==> src/hw/rtl/doeq_pkg.sv <==
// Shared types, constants and helper functions of the deadline ordered event queue.
// Depends on nothing; doeq_ctrl, the top level, both checkers and the testbench import it.
package doeq_pkg;

	// Store size and the derived index widths.
	localparam int QUEUE_DEPTH = 16;
	localparam int MAX_RELEASE = 16;
	localparam int ADDR_W = $clog2(QUEUE_DEPTH);
	localparam int CNT_W = $clog2(QUEUE_DEPTH + 1);
	localparam int REL_W = $clog2(MAX_RELEASE + 1);

	// Request action codes.
	localparam logic [1:0] ACT_POST = 2'd0;
	localparam logic [1:0] ACT_CANCEL = 2'd1;
	localparam logic [1:0] ACT_TICK = 2'd2;

	// Result kind codes.
	localparam logic [1:0] KIND_POST = 2'd0;
	localparam logic [1:0] KIND_CANCEL = 2'd1;
	localparam logic [1:0] KIND_RELEASE = 2'd2;

	// Sequencer states.
	typedef enum logic [2:0] {
		ST_IDLE,
		ST_INS_SCAN,
		ST_INS_TAIL,
		ST_CAN_SCAN,
		ST_RESP,
		ST_REL_RD,
		ST_REL_CHK,
		ST_REL_FLUSH
	} state_t;

	// One stored entry.
	typedef struct packed {
		logic [31:0] deadline;
		logic [31:0] id;
	} entry_t;

	// One result handed from the sequencer to the output register.
	typedef struct packed {
		logic        vld;
		logic [1:0]  kind;
		logic [31:0] id;
		logic        found;
		logic        full_err;
		logic        last;
	} result_t;

	// True when deadline a is earlier than or equal to deadline b, wrap-aware.
	function automatic logic not_after(input logic [31:0] a, input logic [31:0] b);
		logic [31:0] diff;
		diff = b - a;
		return !diff[31];
	endfunction

	// Physical slot of the entry at position offs counted from the front.
	function automatic logic [ADDR_W-1:0] slot_addr(input logic [ADDR_W-1:0] base,
			input logic [CNT_W-1:0] offs);
		logic [CNT_W:0] sum;
		sum = {{(CNT_W + 1 - ADDR_W){1'b0}}, base} + {1'b0, offs};
		if (sum >= (CNT_W + 1)'(QUEUE_DEPTH)) begin
			sum = sum - (CNT_W + 1)'(QUEUE_DEPTH);
		end
		return sum[ADDR_W-1:0];
	endfunction

endpackage

==> src/hw/rtl/doeq_ram.sv <==
// Generic single-port-write, single-port-read synchronous RAM with registered read data.
// Depends on nothing.
module doeq_ram #(
	parameter int DEPTH = 16,
	parameter int DATA_W = 64
) (
	input  logic                     clk,
	input  logic                     wr_en,
	input  logic [$clog2(DEPTH)-1:0] wr_addr,
	input  logic [DATA_W-1:0]        wr_data,
	input  logic                     rd_en,
	input  logic [$clog2(DEPTH)-1:0] rd_addr,
	output logic [DATA_W-1:0]        rd_data
);

	logic [DATA_W-1:0] mem [DEPTH];

	// Write port.
	always_ff @(posedge clk) begin
		if (wr_en) begin
			mem[wr_addr] <= wr_data;
		end
	end

	// Read port; the data holds until the next read.
	always_ff @(posedge clk) begin
		if (rd_en) begin
			rd_data <= mem[rd_addr];
		end
	end

endmodule

==> src/hw/rtl/doeq_ctrl.sv <==
// Sequencer of the event queue: scans, shifts and releases entries held in a circular RAM.
// Depends on doeq_pkg and doeq_ram.
module doeq_ctrl (
	input  logic               clk,
	input  logic               arst_n,
	input  logic               in_valid,
	output logic               in_stall,
	input  logic [1:0]         action,
	input  logic [30:0]        delay,
	input  logic [31:0]        cancel_id,
	input  logic               res_ready,
	output doeq_pkg::result_t  res
);
	import doeq_pkg::*;

	state_t state_q, state_d;

	logic [31:0] time_q, next_id_q;
	logic [31:0] new_dl_q, new_id_q, cid_q;
	logic [CNT_W-1:0] count_q, rd_idx_q;
	logic [ADDR_W-1:0] head_q, head_inc;
	logic rd_on_q, placed_q, hit_q;
	logic lookup_vld_s1;
	logic [CNT_W-1:0] lookup_idx_s1;
	entry_t carry_q;
	logic pend_vld_q;
	logic [31:0] pend_id_q;
	logic [REL_W-1:0] rel_n_q;
	result_t resp_q;

	logic rd_en, wr_en;
	logic [ADDR_W-1:0] rd_addr, wr_addr;
	entry_t rd_data, wr_data;

	logic accept, last_idx, ins_here, can_hit, due, rel_stop, scan_st, can_done;

	doeq_ram #(
		.DEPTH (QUEUE_DEPTH),
		.DATA_W($bits(entry_t))
	) u_ram (
		.clk    (clk),
		.wr_en  (wr_en),
		.wr_addr(wr_addr),
		.wr_data(wr_data),
		.rd_en  (rd_en),
		.rd_addr(rd_addr),
		.rd_data(rd_data)
	);

	// Decoded conditions used by both the next-state and the output logic.
	assign in_stall = (state_q != ST_IDLE);
	assign accept = in_valid && !in_stall;
	assign last_idx = (lookup_idx_s1 == count_q - CNT_W'(1));
	assign ins_here = !not_after(rd_data.deadline, new_dl_q);
	assign can_hit = (rd_data.id == cid_q);
	assign due = not_after(rd_data.deadline, time_q);
	assign rel_stop = (count_q == '0) || (rel_n_q == REL_W'(MAX_RELEASE));
	assign scan_st = (state_q == ST_INS_SCAN) || (state_q == ST_CAN_SCAN);
	assign can_done = (state_q == ST_CAN_SCAN) && lookup_vld_s1 && last_idx;
	assign head_inc = (head_q == ADDR_W'(QUEUE_DEPTH - 1)) ? '0 : head_q + ADDR_W'(1);

	// Next state.
	always_comb begin
		state_d = state_q;
		case (state_q)
			ST_IDLE: begin
				if (accept) begin
					case (action)
						ACT_POST: begin
							if (count_q == CNT_W'(QUEUE_DEPTH)) begin
								state_d = ST_RESP;
							end else if (count_q == '0) begin
								state_d = ST_INS_TAIL;
							end else begin
								state_d = ST_INS_SCAN;
							end
						end
						ACT_CANCEL: begin
							state_d = (count_q == '0) ? ST_RESP : ST_CAN_SCAN;
						end
						ACT_TICK: begin
							state_d = ST_REL_RD;
						end
						default: begin
							state_d = ST_IDLE;
						end
					endcase
				end
			end
			ST_INS_SCAN: begin
				if (lookup_vld_s1 && last_idx) begin
					state_d = ST_INS_TAIL;
				end
			end
			ST_INS_TAIL: begin
				state_d = ST_RESP;
			end
			ST_CAN_SCAN: begin
				if (lookup_vld_s1 && last_idx) begin
					state_d = ST_RESP;
				end
			end
			ST_RESP: begin
				if (res_ready) begin
					state_d = ST_IDLE;
				end
			end
			ST_REL_RD: begin
				if (rel_stop) begin
					state_d = pend_vld_q ? ST_REL_FLUSH : ST_IDLE;
				end else begin
					state_d = ST_REL_CHK;
				end
			end
			ST_REL_CHK: begin
				if (due) begin
					if (!pend_vld_q || res_ready) begin
						state_d = ST_REL_RD;
					end
				end else begin
					state_d = pend_vld_q ? ST_REL_FLUSH : ST_IDLE;
				end
			end
			ST_REL_FLUSH: begin
				if (res_ready) begin
					state_d = ST_IDLE;
				end
			end
			default: begin
				state_d = ST_IDLE;
			end
		endcase
	end

	// Memory ports and the result offered to the output register.
	// Reads run one entry ahead of writes, so a write never hits a slot still to be read.
	always_comb begin
		rd_en = 1'b0;
		rd_addr = slot_addr(head_q, rd_idx_q);
		wr_en = 1'b0;
		wr_addr = slot_addr(head_q, lookup_idx_s1);
		wr_data = carry_q;
		res = '0;
		case (state_q)
			ST_INS_SCAN: begin
				rd_en = rd_on_q;
				if (lookup_vld_s1) begin
					if (placed_q) begin
						wr_en = 1'b1;
					end else if (ins_here) begin
						wr_en = 1'b1;
						wr_data = '{deadline: new_dl_q, id: new_id_q};
					end
				end
			end
			ST_INS_TAIL: begin
				wr_en = 1'b1;
				wr_addr = slot_addr(head_q, count_q);
				if (!placed_q) begin
					wr_data = '{deadline: new_dl_q, id: new_id_q};
				end
			end
			ST_CAN_SCAN: begin
				rd_en = rd_on_q;
				wr_addr = slot_addr(head_q, lookup_idx_s1 - CNT_W'(1));
				wr_data = rd_data;
				wr_en = lookup_vld_s1 && hit_q;
			end
			ST_RESP: begin
				res = resp_q;
				res.vld = 1'b1;
			end
			ST_REL_RD: begin
				rd_en = !rel_stop;
				rd_addr = head_q;
			end
			ST_REL_CHK: begin
				res.vld = due && pend_vld_q;
				res.kind = KIND_RELEASE;
				res.id = pend_id_q;
				res.last = 1'b0;
			end
			ST_REL_FLUSH: begin
				res.vld = 1'b1;
				res.kind = KIND_RELEASE;
				res.id = pend_id_q;
				res.last = 1'b1;
			end
			default: begin
				res = '0;
			end
		endcase
	end

	// Control state.
	always_ff @(posedge clk or negedge arst_n) begin
		if (!arst_n) begin
			state_q <= ST_IDLE;
			time_q <= '0;
			next_id_q <= '0;
			count_q <= '0;
			head_q <= '0;
			rd_idx_q <= '0;
			rd_on_q <= 1'b0;
			lookup_vld_s1 <= 1'b0;
			placed_q <= 1'b0;
			hit_q <= 1'b0;
			pend_vld_q <= 1'b0;
			rel_n_q <= '0;
		end else begin
			state_q <= state_d;
			lookup_vld_s1 <= rd_on_q && scan_st;

			// Request intake.
			if (accept) begin
				case (action)
					ACT_POST: begin
						if (count_q != CNT_W'(QUEUE_DEPTH)) begin
							next_id_q <= next_id_q + 32'd1;
						end
						placed_q <= 1'b0;
						rd_idx_q <= '0;
						rd_on_q <= (count_q != '0) && (count_q != CNT_W'(QUEUE_DEPTH));
					end
					ACT_CANCEL: begin
						hit_q <= 1'b0;
						rd_idx_q <= '0;
						rd_on_q <= (count_q != '0);
					end
					ACT_TICK: begin
						time_q <= time_q + 32'd1;
						pend_vld_q <= 1'b0;
						rel_n_q <= '0;
					end
					default: begin
						rd_on_q <= 1'b0;
					end
				endcase
			end

			// Read index walks front to back during a scan.
			if (scan_st && rd_on_q) begin
				if (rd_idx_q == count_q - CNT_W'(1)) begin
					rd_on_q <= 1'b0;
				end else begin
					rd_idx_q <= rd_idx_q + CNT_W'(1);
				end
			end

			// Insertion point found: later entries ripple one slot back.
			if (state_q == ST_INS_SCAN && lookup_vld_s1 && !placed_q && ins_here) begin
				placed_q <= 1'b1;
			end
			if (state_q == ST_INS_TAIL) begin
				count_q <= count_q + CNT_W'(1);
			end

			// First matching id of a cancel; later entries ripple one slot forward.
			if (state_q == ST_CAN_SCAN && lookup_vld_s1 && can_hit) begin
				hit_q <= 1'b1;
			end
			if (can_done && (hit_q || can_hit)) begin
				count_q <= count_q - CNT_W'(1);
			end

			// A due front entry is popped and held until the next one is judged.
			if (state_q == ST_REL_CHK && due && (!pend_vld_q || res_ready)) begin
				pend_vld_q <= 1'b1;
				head_q <= head_inc;
				count_q <= count_q - CNT_W'(1);
				rel_n_q <= rel_n_q + REL_W'(1);
			end
		end
	end

	// Payload registers.
	always_ff @(posedge clk) begin
		lookup_idx_s1 <= rd_idx_q;
		if (accept) begin
			case (action)
				ACT_POST: begin
					new_dl_q <= time_q + {1'b0, delay};
					new_id_q <= next_id_q;
					if (count_q == CNT_W'(QUEUE_DEPTH)) begin
						resp_q <= '{vld: 1'b1, kind: KIND_POST, id: 32'd0, found: 1'b0,
							full_err: 1'b1, last: 1'b1};
					end else begin
						resp_q <= '{vld: 1'b1, kind: KIND_POST, id: next_id_q, found: 1'b0,
							full_err: 1'b0, last: 1'b1};
					end
				end
				ACT_CANCEL: begin
					cid_q <= cancel_id;
					resp_q <= '{vld: 1'b1, kind: KIND_CANCEL, id: cancel_id, found: 1'b0,
						full_err: 1'b0, last: 1'b1};
				end
				default: begin
					resp_q <= resp_q;
				end
			endcase
		end
		if (state_q == ST_INS_SCAN && lookup_vld_s1 && (placed_q || ins_here)) begin
			carry_q <= rd_data;
		end
		if (can_done) begin
			resp_q.found <= hit_q || can_hit;
		end
		if (state_q == ST_REL_CHK && due && (!pend_vld_q || res_ready)) begin
			pend_id_q <= rd_data.id;
		end
	end

endmodule

==> src/hw/rtl/deadline_ordered_event_queue.sv <==
// Deadline ordered event queue, top level: sequencer plus output register.
// Post: scan, tail write, result; an empty store skips the scan, a full one both.
// Cancel: scan, then result; on an empty store, result only. One request at a time.
// Tick: front entries are read, then judged, in the RAM loop; output stalls can hold it.
// Reset (asynchronous, active low) empties the queue and clears time and id counters;
// entry RAM contents are not cleared. Depends on doeq_pkg and doeq_ctrl.
module deadline_ordered_event_queue (
	input  logic        clk,
	input  logic        arst_n,
	input  logic        in_valid,
	output logic        in_stall,
	input  logic [1:0]  action,
	input  logic [30:0] delay,
	input  logic [31:0] cancel_id,
	output logic        out_valid,
	input  logic        out_stall,
	output logic [1:0]  kind,
	output logic [31:0] event_id,
	output logic        found,
	output logic        full_error,
	output logic        last
);
	import doeq_pkg::*;

	result_t res;
	logic res_ready;
	logic out_valid_q;
	logic [1:0] kind_q;
	logic [31:0] event_id_q;
	logic found_q, full_error_q, last_q;

	doeq_ctrl u_ctrl (
		.clk      (clk),
		.arst_n   (arst_n),
		.in_valid (in_valid),
		.in_stall (in_stall),
		.action   (action),
		.delay    (delay),
		.cancel_id(cancel_id),
		.res_ready(res_ready),
		.res      (res)
	);

	// The output register takes a new result when empty or being drained.
	assign res_ready = !out_valid_q || !out_stall;

	always_ff @(posedge clk or negedge arst_n) begin
		if (!arst_n) begin
			out_valid_q <= 1'b0;
		end else if (res_ready) begin
			out_valid_q <= res.vld;
		end
	end

	always_ff @(posedge clk) begin
		if (res_ready && res.vld) begin
			kind_q <= res.kind;
			event_id_q <= res.id;
			found_q <= res.found;
			full_error_q <= res.full_err;
			last_q <= res.last;
		end
	end

	assign out_valid = out_valid_q;
	assign kind = kind_q;
	assign event_id = event_id_q;
	assign found = found_q;
	assign full_error = full_error_q;
	assign last = last_q;

endmodule

==> config.mk <==
export PLATFORM = sky130hd
export DESIGN_NAME = deadline_ordered_event_queue
export DESIGN_NICKNAME = d
export VERILOG_FILES = /design/src/hw/rtl/doeq_pkg.sv /design/src/hw/rtl/doeq_ram.sv /design/src/hw/rtl/doeq_ctrl.sv /design/src/hw/rtl/deadline_ordered_event_queue.sv
export SDC_FILE = /design/constraint.sdc
export NUM_CORES = 2
export LEC_CHECK = 0
export BUFFER_PORTS_ARGS = -buffer_cell sky130_fd_sc_hd__buf_2
export CAP_MARGIN = 10
export CORE_ASPECT_RATIO = 0.9
export CORE_MARGIN = 2
export CORE_UTILIZATION = 55
export DETAILED_ROUTE_END_ITERATION = 16
export PLACE_DENSITY = 0.74
export SETUP_SLACK_MARGIN = 0.02
export SLEW_MARGIN = 30
export SYNTH_ARGS = -nofsm -noshare
export SYNTH_HDL_FRONTEND = slang
export SYNTH_SLANG_ARGS = --single-unit
==> constraint.sdc <==
create_clock -name clk -period 24.5 [get_ports clk]
set_clock_uncertainty 0.15 [all_clocks]
set_input_delay 2.45 -clock clk [delete_from_list [all_inputs] [get_ports clk]]
set_output_delay 2.45 -clock clk [all_outputs]
set_load 0.1 [all_outputs]
Yosys cells after proc, flatten, opt, wreduce, memory -nomap -nowiden

Memory sizes are Yosys's and may differ from the RTL's. A register that Yosys moved wholly into a read port is not among the register bits.
Index checks and enable logic that the tools add are counted.
Widths: inputs -> output; s select.

Flip-flop bits (word level): 363
Bits in latches: 0
Memory bits (writable): 1024
Bits in read-only memories: 0
Input port bits: 69
Output and inout port bits: 39
Logic and storage cells: 194
Memories: 1

Add/sub/neg operators: 19
$mul: 0
Div/mod/pow operators: 0
Magnitude comparators: 4
Equal/unequal tests: 21
Shifts and indexed selects: 0
Mux-type cells: 61
Bitwise operators: 0
Reductions and logical operators: 58

Memories:

| name             | words | width | rd ports | clocked after Yosys merged registers in | wr ports | RTL line       | text |
|---|---|---|---|---|---|---|---|
| u_ctrl.u_ram.mem | 16    | 64    | 1        | 1                                       | 1        | doeq_ram.sv:16 | `logic [DATA_W-1:0] mem [DEPTH];` |

Operator list:

| kind                  | count |
|---|---|
| $mux 64               | 4 |
| $pmux 64 s3           | 1 |
| $pmux 35 s3           | 1 |
| $pmux 37 s2           | 1 |
| $add 32x1->32 const B | 2 |
| $sub 32x32->32        | 2 |
| $mux 5                | 10 |
| $mux 35               | 1 |
| $mux 3                | 11 |
| $add 32x31->32        | 1 |
| $eq 32x32->1          | 1 |
| $add 4x5->6           | 4 |
| $ge 6x5->1 const B    | 4 |
| $mux 4                | 6 |
| $pmux 3 s7            | 1 |
| $mux 1                | 18 |
| $logic_and 1x1->1     | 17 |
| $reduce_and 2->1      | 8 |
| $reduce_bool 2->1     | 8 |
| $sub 4x1->4 const B   | 4 |
| $add 5x1->5 const B   | 3 |
| $eq 3x3->1 const B    | 4 |
| $eq 5x5->1            | 2 |
| $eq 5x5->1 const B    | 2 |
| 25 further kinds      | 47 |

Longest topological paths before layout

Depth after elaboration: 7
Mapped depth: 13
Mapped depth without buffers: 11

Hierarchy

Synthesis repeated with hierarchy kept, for this count alone.

Cells, all modules: 3606
Area, all modules: 61154.9 µm²

By module, submodules not included:

| module                       | instances | cells each | area an instance (µm²) | seq. area each (µm²) |
|---|---|---|---|---|
| doeq_ram                     | 1         | 1647       | 40222.3                | 32671.3 |
| doeq_ctrl                    | 1         | 1918       | 19774.0                | 9193.8 |
| deadline_ordered_event_queue | 1         | 41         | 1158.6                 | 1136.1 |

Worst setup path after synthesis

OpenSTA, ideal clock, no wires.

Path kind: register to register
Start: register u_ctrl.state_q[0]
End: memory u_ctrl.u_ram.mem[12][0], enable pin
Library setup time: 0.644 ns
Arrival: 8.408 ns
Required time: 23.706 ns
Path slack: 15.298 ns
Cell stages (with the launch flop): 11
Path buffers: 2
Clock period less this slack: 9.202 ns
Path through: dfrtp_1 -> clkbuf_1 -> buf_1 -> o21ai_0 -> o21ai_0 -> ha_1 -> a21o_1 -> a21oi_1 -> xnor2_1 -> xnor2_1 -> nor4_1

Word-level cells in the longest chain between the ends: 4
Elaborated cells between the ends (all ways): 7
Classes of those cells: eq/ne: 3; mux: 4

Ends and longest elaborated chain:

| element                                  | RTL line         | text |
|---|---|---|
| start, declared                          | doeq_ctrl.sv:16  | `state_t state_q, state_d;` |
| start signal, assigned                   | doeq_ctrl.sv:211 | `state_q <= state_d;` |
| $eq 3x2->1 or $eq 3x1->1 (tied branches) | doeq_ctrl.sv:144 | `case (state_q)` |
| $pmux 1 s3                               | doeq_ctrl.sv:144 |  |
| $mux 1                                   | doeq_ram.sv:20   | `if (wr_en) begin` |
| $mux 1 (not written as such)             | doeq_ram.sv:21   | `mem[wr_addr] <= wr_data;` |
| end, declared                            | doeq_ram.sv:16   |  |

Parallel ways exist; a longest one is shown, timed or not.

Worst setup path after layout

Start: register u_ctrl.state_q[1]
End: register u_ctrl.u_ram.rd_data[45] (read register of u_ctrl.u_ram.mem), data pin

Word-level cells in the longest chain between the ends: 3
Elaborated cells between the ends (all ways): 6
Classes of those cells: eq/ne: 3; mux: 2; reduce/logical: 1

Ends and longest elaborated chain:

| element                                  | RTL line         | text |
|---|---|---|
| $eq 3x2->1 or $eq 3x1->1 (tied branches) | doeq_ctrl.sv:144 |  |
| $reduce_or 2->1 (no source line)         | n/a              |  |
| $pmux 1 s2                               | doeq_ctrl.sv:144 |  |
| end, declared                            | doeq_ram.sv:13   | `output logic [DATA_W-1:0] rd_data` |

Parallel ways exist; a longest one is shown, timed or not.
A chain may end at the register's enable or synchronous reset.

==> impl_metrics.ini <==
[status]
outcome = finished clean

[floorplanning]
io_pins = 108
coreArea_mm2 = 0.111
die_area_mm2 = 0.115
die_w_um = 357
rows = 116
die_h_um = 321
initial_core_util_pct = 55.4

[synthesis]
synth_warnings = 0
synth.cell_area_mm2 = 0.0615
synth_top_area_share_pct = 66.0
yosysMostFrequentCell = edfxtp_1
synth_cells = 3646
synth_largest_area_cell = edfxtp_1
synth_cell_types = 83
avgSynthCellArea_um2 = 16.9
synth_ff_type = edfxtp_1
synthArstFlopShare_pct = 6.35
netlist_top_cells_area = edfxtp_1 (66%), mux4_2 (9.4%), dfrtp_1 (3.7%)
yosysSeqAreaShare_pct = 69.9
synth-edff-count = 1352
syn_nets = 3824
synth_seq_cells = 1449
synth_commonest_cells = edfxtp_1 (1352), mux4_2 (256), a21oi_1 (189)

[drt]
vias_per_cell = 6.46
wirelength_um = 147000
drt_first_pass_iters = 6
drc = 0
vias = 35000
drt_iter0_markers = 4388
wl_per_cell_um = 27.2
postRouteAntennaNets = 0

[timing]
period_minus_slack_ns = 5.71
hold_viol = 0
rsz0062_at_grt = no
fmax_mhz = 175
slew-limit-headroom_pct = 32.8
maxSlewViolCount = 0
period_share_pct = 23.3
fin_tns_setup_ns = 0
max_slew.worst_pin.slew_ns = 1.01
setup_violations = 0
holdWs_ns = 0.296

[cells_and_area]
final_core_util_pct = 62.2
stdcell_count = 5420
fin_nets = 4008
fillers = 7467
drive_gt1_share_pct = 19.1
multi_input_area_mm2 = 0.0176
synthToLayoutAreaGrowth_pct = 12.3
seq_area_mm2 = 0.0430
antennaDiodeCount = 0

[worst_setup_path]
worstReg2RegEnd = u_ctrl.u_ram.rd_data[45]
cp_max_fo = 157
r2r_setup_slack_ns = 18.79
r2r_start = u_ctrl.state_q[1]
arrival_ns = 6.02
reg2reg_depth = 12
crit_path_end_kind = flip-flop
crit_path_start_kind = flip-flop
critical_path_class = flip-flop to flip-flop
crit_required_ns = 24.81

[grt]
grtUsageMet3_pct = 5.76
antenna_found_initial = 0
grt.total_usage_pct = 25.8
grt_pass1_wl_um = 218000
gr-usage-met1_pct = 38.9
grt_max_degree = 158
first_global_vias = 33900
grt_use_met2_pct = 38.4
grt_busiest_layer = met1
grt_remaining_overflow = 0

[power_and_ir_drop]
irDropWorstVdd_uv = 184
p_comb_share_pct = 38.6
total_power_uw = 10000
p_leak_uw = 0.0240
sw_frac_of_total_pct = 35.2
p_clk_share_pct = 21.9
pwr_density_cell_mw_per_mm2 = 145
switching_power_uw = 3530
internal_power_uw = 6500
pwr-share-seq_pct = 39.6

[clocking]
clock_path_buffers = 3
clkLatencyLatePin_ns = 0.77
cts.sinks = 1449
root_buffer = clkbuf_16
htree_levels = 4
holdBufCountCts = 0
cts_tree = yes
cts_buffers = 143
cts_setup_buffers = 0
clk_pin_slew_ns = 0.06
cts_resized = 0

[flow_run]
cap_violations = 0

[worst_hold_path]
hold_start = u_ctrl.rd_idx_q[4]
min_to = u_ctrl.lookup_idx_s1[4]
hold_path.class = flip-flop to flip-flop
min_path_cells = 0

[place]
dp_hpwl_um = 82000
routabilityCongestion = 0.870
placed_cells = 5155
port_buffers = 107
==> layout by cell type (no fill, tap or decap), types with 8 or more instances in the layout <==
cell,count
nand3_1,53
nor3_1,81
o21ai_0,75
a31oi_1,11
buf_2,106
mux2i_1,131
and2_1,11
o211ai_1,9
xnor2_1,72
edfxtp_1,1352
a21o_1,18
mux4_2,256
ha_1,106
nand2b_1,11
nor4_1,13
a22o_1,33
inv_1,65
buf_4,113
nor2_1,127
a211oi_1,128
nor2b_1,73
clkbuf_16,146
inv_6,8
clkinv_1,24
nand2_1,148
o22ai_1,69
and3_1,21
nand4_1,27
a21oi_1,188
bufinv_16,14
nor3_2,11
clkinv_2,16
a211o_1,68
xor2_1,78
clkbuf_1,34
buf_6,8
nor4_2,8
dfrtp_1,88
==> routing by layer <==
layer / vias to the layer above / share of wire, % / routed length, um
met2: 1899 / 46 / 67200
met3: 194 / 11 / 16400
met1: 17900 / 41 / 60900
met4: 0 / 2.1 / 3030
li1: 15000 / - / -
met5: - / 0 / 0
==> critical path, cell delays in order, from the launching register on <==
cell      delay (ns)
dfrtp_2         0.34
buf_4           0.72
nand2b_1        0.27
or2_1           0.49
nor2_1          0.14
a21oi_4         0.13
buf_4           0.52
buf_12          0.75
buf_4           0.86
mux4_2          0.42
nor2b_1         0.15
a211oi_1        0.29
a21oi_1         0.06
==> power by group through the flow <==
stage / Sequential (uW) / Combinational [uW] / Clock, uW
after global placement: 3980 / 3700 / 0
final: 3970 / 3870 / 2190
after global routing: 3990 / 4170 / 2310
after floorplan: 3940 / 2750 / 0
after CTS: 3950 / 3840 / 2220
after detailed placement: 3990 / 3800 / 0
==> registers in the layout, indices dropped and copies added (netlist names), 2 cells and up <==
name / flops
kind: 2
u_ctrl.time_q: 32
u_ctrl.next_id_q: 32
u_ctrl.u_ram.rd_data: 64
u_ctrl.lookup_idx_s1: 5
u_ctrl.head_q: 4
u_ctrl.new_id_q: 32
u_ctrl.rd_idx_q: 5
u_ctrl.u_ram.mem: 1024
event_id: 32
u_ctrl.count_q: 5
u_ctrl.new_dl_q: 32
u_ctrl.pend_id_q: 32
u_ctrl.carry_q: 64
u_ctrl.resp_q: 35
u_ctrl.state_q: 3
u_ctrl.cid_q: 32
u_ctrl.rel_n_q: 5
==> cell type report <==
cell class                      instances  area share (%)
Inverter                               67           0.364
Clock buffer                          184            5.55
Sequential cell                      1449            62.3
Multi-Input combinational cell       1932            25.5
Timing Repair Buffer                  237            2.47
Tap cell                             1475            2.67
Clock inverter                         76            1.19
==> worst max path at each step <==
stage / start / to / slack (ns)
after floorplan: u_ctrl.state_q[0] / u_ctrl.u_ram.mem[12][0] / 15.30
after global placement: u_ctrl.state_q[1] / u_ctrl.u_ram.rd_data[6] / 18.52
after detailed placement: u_ctrl.state_q[1] / u_ctrl.u_ram.rd_data[6] / 18.45
after CTS: u_ctrl.state_q[1] / u_ctrl.u_ram.rd_data[27] / 18.40
after global routing: u_ctrl.state_q[1] / u_ctrl.u_ram.mem[0][50] / 18.46
final: u_ctrl.state_q[1] / u_ctrl.u_ram.rd_data[45] / 18.79
==> cell families (layout without fill, tap and decap cells) <==
group	count (synthesis)	count (layout)	synth area share [%]
AOI/OAI and AO/OA	660	660	7.08
xor gates and xnor gates	154	154	2.24
adders and majority gates	109	109	2.25
buffers and inverters	265	564	1.96
DFF	1449	1449	69.9
muxes	391	391	11.6
and+or+nand+nor	618	618	5.00
==> metrics by stage <==
step	setup slack [ns]	cell area, um2
6_report	18.79	69100
5_1_grt	18.46	69100
4_1_cts	18.40	68900
3_5_place_dp	18.45	64300
3_3_place_gp	18.52	64200
2_1_floorplan	15.30	61500
No activity file was read; power rests on OpenSTA's default activity.
